===== src/sv/mkps_pkg.sv =====
// Shared types, defaults and ordering function for the Manhattan key point sorter.
package mkps_pkg;

  localparam int MKPS_MAX_POINTS = 32;
  localparam int COORD_W = 32;
  localparam int DIST_W  = 33;

  typedef struct packed {
    logic signed [COORD_W-1:0] x;
    logic signed [COORD_W-1:0] y;
    logic        [DIST_W-1:0]  d;
  } point_t;

  typedef struct packed {
    logic insert;
    logic shift_out;
  } cell_ctrl_t;

  // True when point a sorts ahead of point b: larger distance, then smaller x, then smaller y.
  function automatic logic goes_before(input point_t a, input point_t b);
    logic result;
    if (a.d != b.d) begin
      result = a.d > b.d;
    end else if (a.x != b.x) begin
      result = a.x < b.x;
    end else begin
      result = a.y < b.y;
    end
    return result;
  endfunction

endpackage


===== src/sv/mkps_cell.sv =====
// One sorting cell: holds a point and shifts it to or from its neighbors.
module mkps_cell
  import mkps_pkg::*;
(
  input  logic       clk,
  input  logic       rst,
  input  cell_ctrl_t ctrl,
  input  point_t     new_pt,
  input  point_t     prev_pt,
  input  logic       prev_valid,
  input  logic       prev_before,
  input  point_t     next_pt,
  input  logic       next_valid,
  output point_t     pt,
  output logic       valid,
  output logic       ahead
);

  // An empty cell always yields to the incoming point.
  assign ahead = !valid || goes_before(new_pt, pt);

  always_ff @(posedge clk) begin
    if (rst) begin
      valid <= 1'b0;
    end else if (ctrl.shift_out) begin
      valid <= next_valid;
    end else if (ctrl.insert && ahead) begin
      valid <= prev_before ? prev_valid : 1'b1;
    end
  end

  always_ff @(posedge clk) begin
    if (ctrl.shift_out) begin
      pt <= next_pt;
    end else if (ctrl.insert && ahead) begin
      pt <= prev_before ? prev_pt : new_pt;
    end
  end

endmodule

===== config.mk =====
export PLATFORM = sky130hd
export DESIGN_NAME = mkps_cell
export DESIGN_NICKNAME = d
export VERILOG_FILES = /design/src/sv/mkps_pkg.sv /design/src/sv/mkps_cell.sv
export SDC_FILE = /design/constraint.sdc
export NUM_CORES = 1
export LEC_CHECK = 0
export ABC_AREA = 1
export ABC_CLOCK_PERIOD_IN_PS = 3200
export BUFFER_PORTS_ARGS = -buffer_cell sky130_fd_sc_hd__buf_2
export CORE_AREA = 2 2 153 155
export CTS_BUF_LIST = sky130_fd_sc_hd__clkbuf_2
export DETAILED_ROUTE_END_ITERATION = 6
export DIE_AREA = 0 0 155 157
export GPL_TIMING_DRIVEN = 0
export SYNTH_ARGS = -nofsm -noshare
export SYNTH_HDL_FRONTEND = slang
export SYNTH_SLANG_ARGS = --single-unit

===== constraint.sdc =====
create_clock -name clk -period 3.2 [get_ports clk]
set_input_delay 0.32 -clock clk [delete_from_list [all_inputs] [get_ports clk]]
set_output_delay 0.32 -clock clk [all_outputs]
set_load 0.01 [all_outputs]

# After elaboration in Yosys (flattened, before gate mapping)
# Index checks and enable logic that the tools add are counted.
[word_totals]
mem_bits_ro = 0
input_bits = 298
output_inout_bits = 99
latch_bits = 0
ff_bits = 98
ram_bits = 0
mem_count = 0
[op_classes]
n_reduce_logical = 4
n_mux = 8
div_mod_pow = 0
magnitude_cmp = 3
eq_ne = 2
bitwise_logic = 0
shift = 0
multipliers = 0
n_addsub = 0
[op_table]
columns = ["operator", "count"]
rows = [
  ["97-bit two-way mux", 3],
  ["32-bit < comparator", 2],
  ["33-bit > comparator", 1],
  ["33-bit inequality test", 1],
  ["32-bit inequality test", 1],
  ["1-bit two-way mux", 5],
  ["2-bit nonzero test", 1],
  ["1-bit logical AND", 1],
  ["1-bit zero test", 1],
  ["1-bit logical OR", 1],
]

# Longest topological paths before layout
[depth]
word_depth = 7
ltp_mapped = 22

# Least setup slack after synthesis
# No wires, ideal clock.
[synth_timing]
kind = "register to register"
from = "register pt[22] (netlist name)"
to = "register pt[0] (netlist name), enable pin"
path_buffers = 0
stages_incl_launch_ff = 12
setup_time_ns = 0.414
setup_slack_ns = -0.054
t_arrival_ns = 2.840
required_time_ns = 2.786
cell_sequence = "edfxtp_1 > inv_1 > ha_1 > nand2_1 > or3_1 > nor4_1 > nand2_1 > inv_1 > nand2_2 > nand2_2 > nand2_2 > nand2_2"
[synth_between]
elab_chain_len = 5
elab_cells_between_ends = 6
classes_between = "order compare (1); eq/ne (1); mux (1); reduce/logical (3)"
[synth_rtl]
columns = ["element", "line", "source"]
rows = [
  ["start, declared", "mkps_cell.sv:14", "output point_t pt,"],
  ["start signal, assigned", "mkps_cell.sv:34", "pt <= next_pt;"],
  ["start signal, assigned", "mkps_cell.sv:36", "pt <= prev_before ? prev_pt : new_pt;"],
  ["33-bit > comparator or 33-bit inequality test (tied branches)", "mkps_pkg.sv:23, mkps_pkg.sv:22", ""],
  ["1-bit two-way mux *", "mkps_pkg.sv:22", "if (a.d != b.d) begin"],
  ["1-bit logical OR *", "mkps_cell.sv:20", "assign ahead = !valid || goes_before(new_pt, pt);"],
  ["named net ahead", "mkps_cell.sv:16", "output logic ahead"],
  ["1-bit logical AND *", "mkps_cell.sv:35", "end else if (ctrl.insert && ahead) begin"],
  ["2-bit nonzero test (no line) *", "-", ""],
]
# Mark *: on every way through the listed nets, which the timed path passes. The rest lies on a longest branch.
# A chain may end at the register's enable or synchronous reset.

# Final worst setup path
[layout_timing]
from = "register pt[80] (netlist name)"
to = "output port ahead"
[layout_between]
elab_chain_len = 4
elab_cells_between_ends = 5
classes_between = "order compare (1); eq/ne (1); mux (2); reduce/logical (1)"
[layout_rtl]
columns = ["element", "line", "source"]
rows = [
  ["32-bit < comparator or 32-bit inequality test (tied branches)", "mkps_pkg.sv:25, mkps_pkg.sv:24", ""],
  ["1-bit two-way mux *", "mkps_pkg.sv:24", "end else if (a.x != b.x) begin"],
  ["1-bit two-way mux *", "mkps_pkg.sv:22", ""],
  ["1-bit logical OR *", "mkps_cell.sv:20", ""],
  ["end, declared", "mkps_cell.sv:16", ""],
]
# Every way passes the cells marked *; elsewhere a longest branch is shown, timed or not.

==> metrics.yaml <==
vias: 9118
overflow: 0
grt_usage_pct: 23.7
path_class: "register to output pin"
syn_avg_cell_area_sq_um: 7.74
pre_cts_slack_ps: -688
power_uw: 3790
rsz0062_at_grt: "yes"
io_buffers: 394
cts_buffers: 9
drv_slew: 0
wl_mm: 29.9
ys_seq_area_share_pct: 38.5
wl_per_cell_microns: 15.9
viasPerCell: 4.85
drc_errors: 0
min_period_over_period_pct: 95.1
powerDensity_nw_per_um2: 314
grt_max_degree: 99
htreeDepth: 3
finalClockSkew_ps: 47.7
crit_required_ps: 2880
p_leak_uw: 0.00612
rows: 55
coreArea_sq_um: 22500
maxSlewHeadroom_pct: 62.3
period_minus_slack_ps: 3040
ant_nets: 0
syn_area_sq_um: 7610
fin_setup_tns_ps: 0
drtIter0Drc: 540
grt_first_pass_wirelength_mm: 45.7
cts_tree: "yes"
design_area_sq_um: 12100
clk_pin_slew_ps: 300
dr.pass1.iters: 5
final_nets: 1978
final-setup-viol-count: 0
crit_path_end_kind: "output pin"
ys_warn_count: 0
hold_viol: 0
cts_max_path_buffers: 2
min_path_type: "primary input to register"
die-area_sq_um: 24300
die_width_microns: 155
synth_seq_cells: 98
cts.sink_count: 98
layout_common_cells: "buf_2 (396), a21oi_1 (233), dlygate4sd3_1 (191), nand2_1 (186), inv_1 (119)"
arrival_ps: 2720
gp_congestion: 0.883
worstSetupStartpointType: "register"
hpwl_mm: 22.2
outcome: "finished, final reports clean"
final_core_util_pct: 53.7
die_y_microns: 157
insertion_delay_ps: 640
antenna_found_initial: 5
dpl_cell_area_sq_um: 9950
syn_to_final_growth_pct: 58.8
ys_types: 35
drive_gt1_share_pct: 28.4
worst_slew_pin_slew_ps: 566
cap_violations: 0
syn_nets: 1378
vdd_drop_max_uv: 164
first_global_vias: 9083
setup_ws_ps: 158
cts_root_buffer: "clkbuf_2"
layout_commonest_cell: "buf_2"
crit_fanout: 2
synth_cells: 984
io-pin-count: 397
fmax_mhz: 329
start_util_pct: 33.8
[cell usage after synthesis]
| cell | instances | share of area [%] |
|---|---|---|
| nor2_2 | 3 | 0.25 |
| o211ai_1 | 1 | 0.099 |
| a21o_1 | 5 | 0.49 |
| nor4_1 | 5 | 0.41 |
| clkbuf_8 | 1 | 0.18 |
| clkbuf_1 | 23 | 1.1 |
| o21a_1 | 2 | 0.20 |
| nor3b_1 | 1 | 0.099 |
| dfxtp_1 | 1 | 0.26 |
| nand4_2 | 1 | 0.16 |
| nor2_1 | 115 | 5.7 |
| a21oi_2 | 2 | 0.23 |
| o21bai_1 | 1 | 0.099 |
| nor2_4 | 1 | 0.15 |
| a21oi_1 | 233 | 15 |
| o21a_2 | 1 | 0.12 |
| o21ai_1 | 5 | 0.33 |
| nand2_2 | 6 | 0.49 |
| nand2_1 | 190 | 9.4 |
| buf_1 | 15 | 0.74 |
| nand3_2 | 1 | 0.13 |
| nand3b_1 | 4 | 0.39 |
| buf_2 | 3 | 0.20 |
| clkinv_1 | 1 | 0.049 |
| nand3_1 | 14 | 0.92 |
| ha_1 | 96 | 16 |
| inv_1 | 122 | 6.0 |
| o21ai_0 | 4 | 0.26 |
| inv_2 | 10 | 0.49 |
| edfxtp_1 | 97 | 38 |
| nor3_1 | 5 | 0.33 |
| nand4_1 | 10 | 0.82 |
| a31oi_1 | 2 | 0.16 |
| a21oi_4 | 1 | 0.21 |
| or3_1 | 2 | 0.16 |
[critical path, stage by stage, from the launching register on]
cell,delay [ps]
edfxtp_1,450
inv_2,60
ha_4,260
nand2_2,50
nor2_2,120
nand4_1,190
buf_4,190
clkinv_1,30
nand2_1,50
nand2_2,80
nand2_2,60
nand2_1,60
nand2_1,60
nand3_2,90
nand2_2,50
inv_2,60
nand2_2,40
nand2_2,80
buf_6,110
[layer usage]
layer	routed length, microns	share of wire (%)	GRT usage, %
met2	14800	50	42.5
met1	12400	41	28.3
met3	1860	6.2	4.19
met4	860	2.9	9.04
met5	0	0	0
[area by class of cell]
cell class,instances,area (sq um)
diodes,5,12.5
plain buffers,42,171
clock buffers,9,45.0
clock inverters,7,68.8
fillers,2198,10400
inverters,133,499
multi-input cells,712,4090
flip-flops and latches,98,2930
well taps,285,357
repair buffers,588,3910
[state kept, by name, indices dropped and copies added (netlist names)]
register,flops
pt,97
valid,1
[per-stage QoR]
stage	instances	hold WS, ps
floorplan	984	479
global placement	1663	572
detailed placement	1663	583
CTS	1871	0.261
global route	1879	12.6
finish	1879	61.0
[power breakdown]
part | internal (uW) | switching, uW
sequential | 1580 | 66.8
clock | 181 | 488
combinational | 712 | 770
[repair_timing]
action,in CTS,in global routing
pin swaps,5,3
gates cloned,0,1
hold buffers,191,0
gates resized for setup,9,7
setup endpoints to repair,99,99
endpoints found under the hold margin,97,0
setup buffers,1,2
[worst paths after layout]
path                                   from  endpoint  slack [ps]  cells after the start
worst max-delay path                 pt[80]     ahead         160                     18
worst min-delay path            prev_pt[54]    pt[54]          60                      3
worst max register to register       pt[80]    pt[63]         330                     19
worst min register to register        valid     valid        1230                      5
[cell families after synthesis]
kind of cell             after synthesis  share of synthesized area (%)
AO/OA/AOI/OAI                        257                           17.5
adder cells (fa/ha/maj)               96                           15.8
buffers and inverters                175                           8.81
flip-flops                            98                           38.5
AND/OR/NAND/NOR                      358                           19.4
No activity file was read; power rests on OpenSTA's default activity.
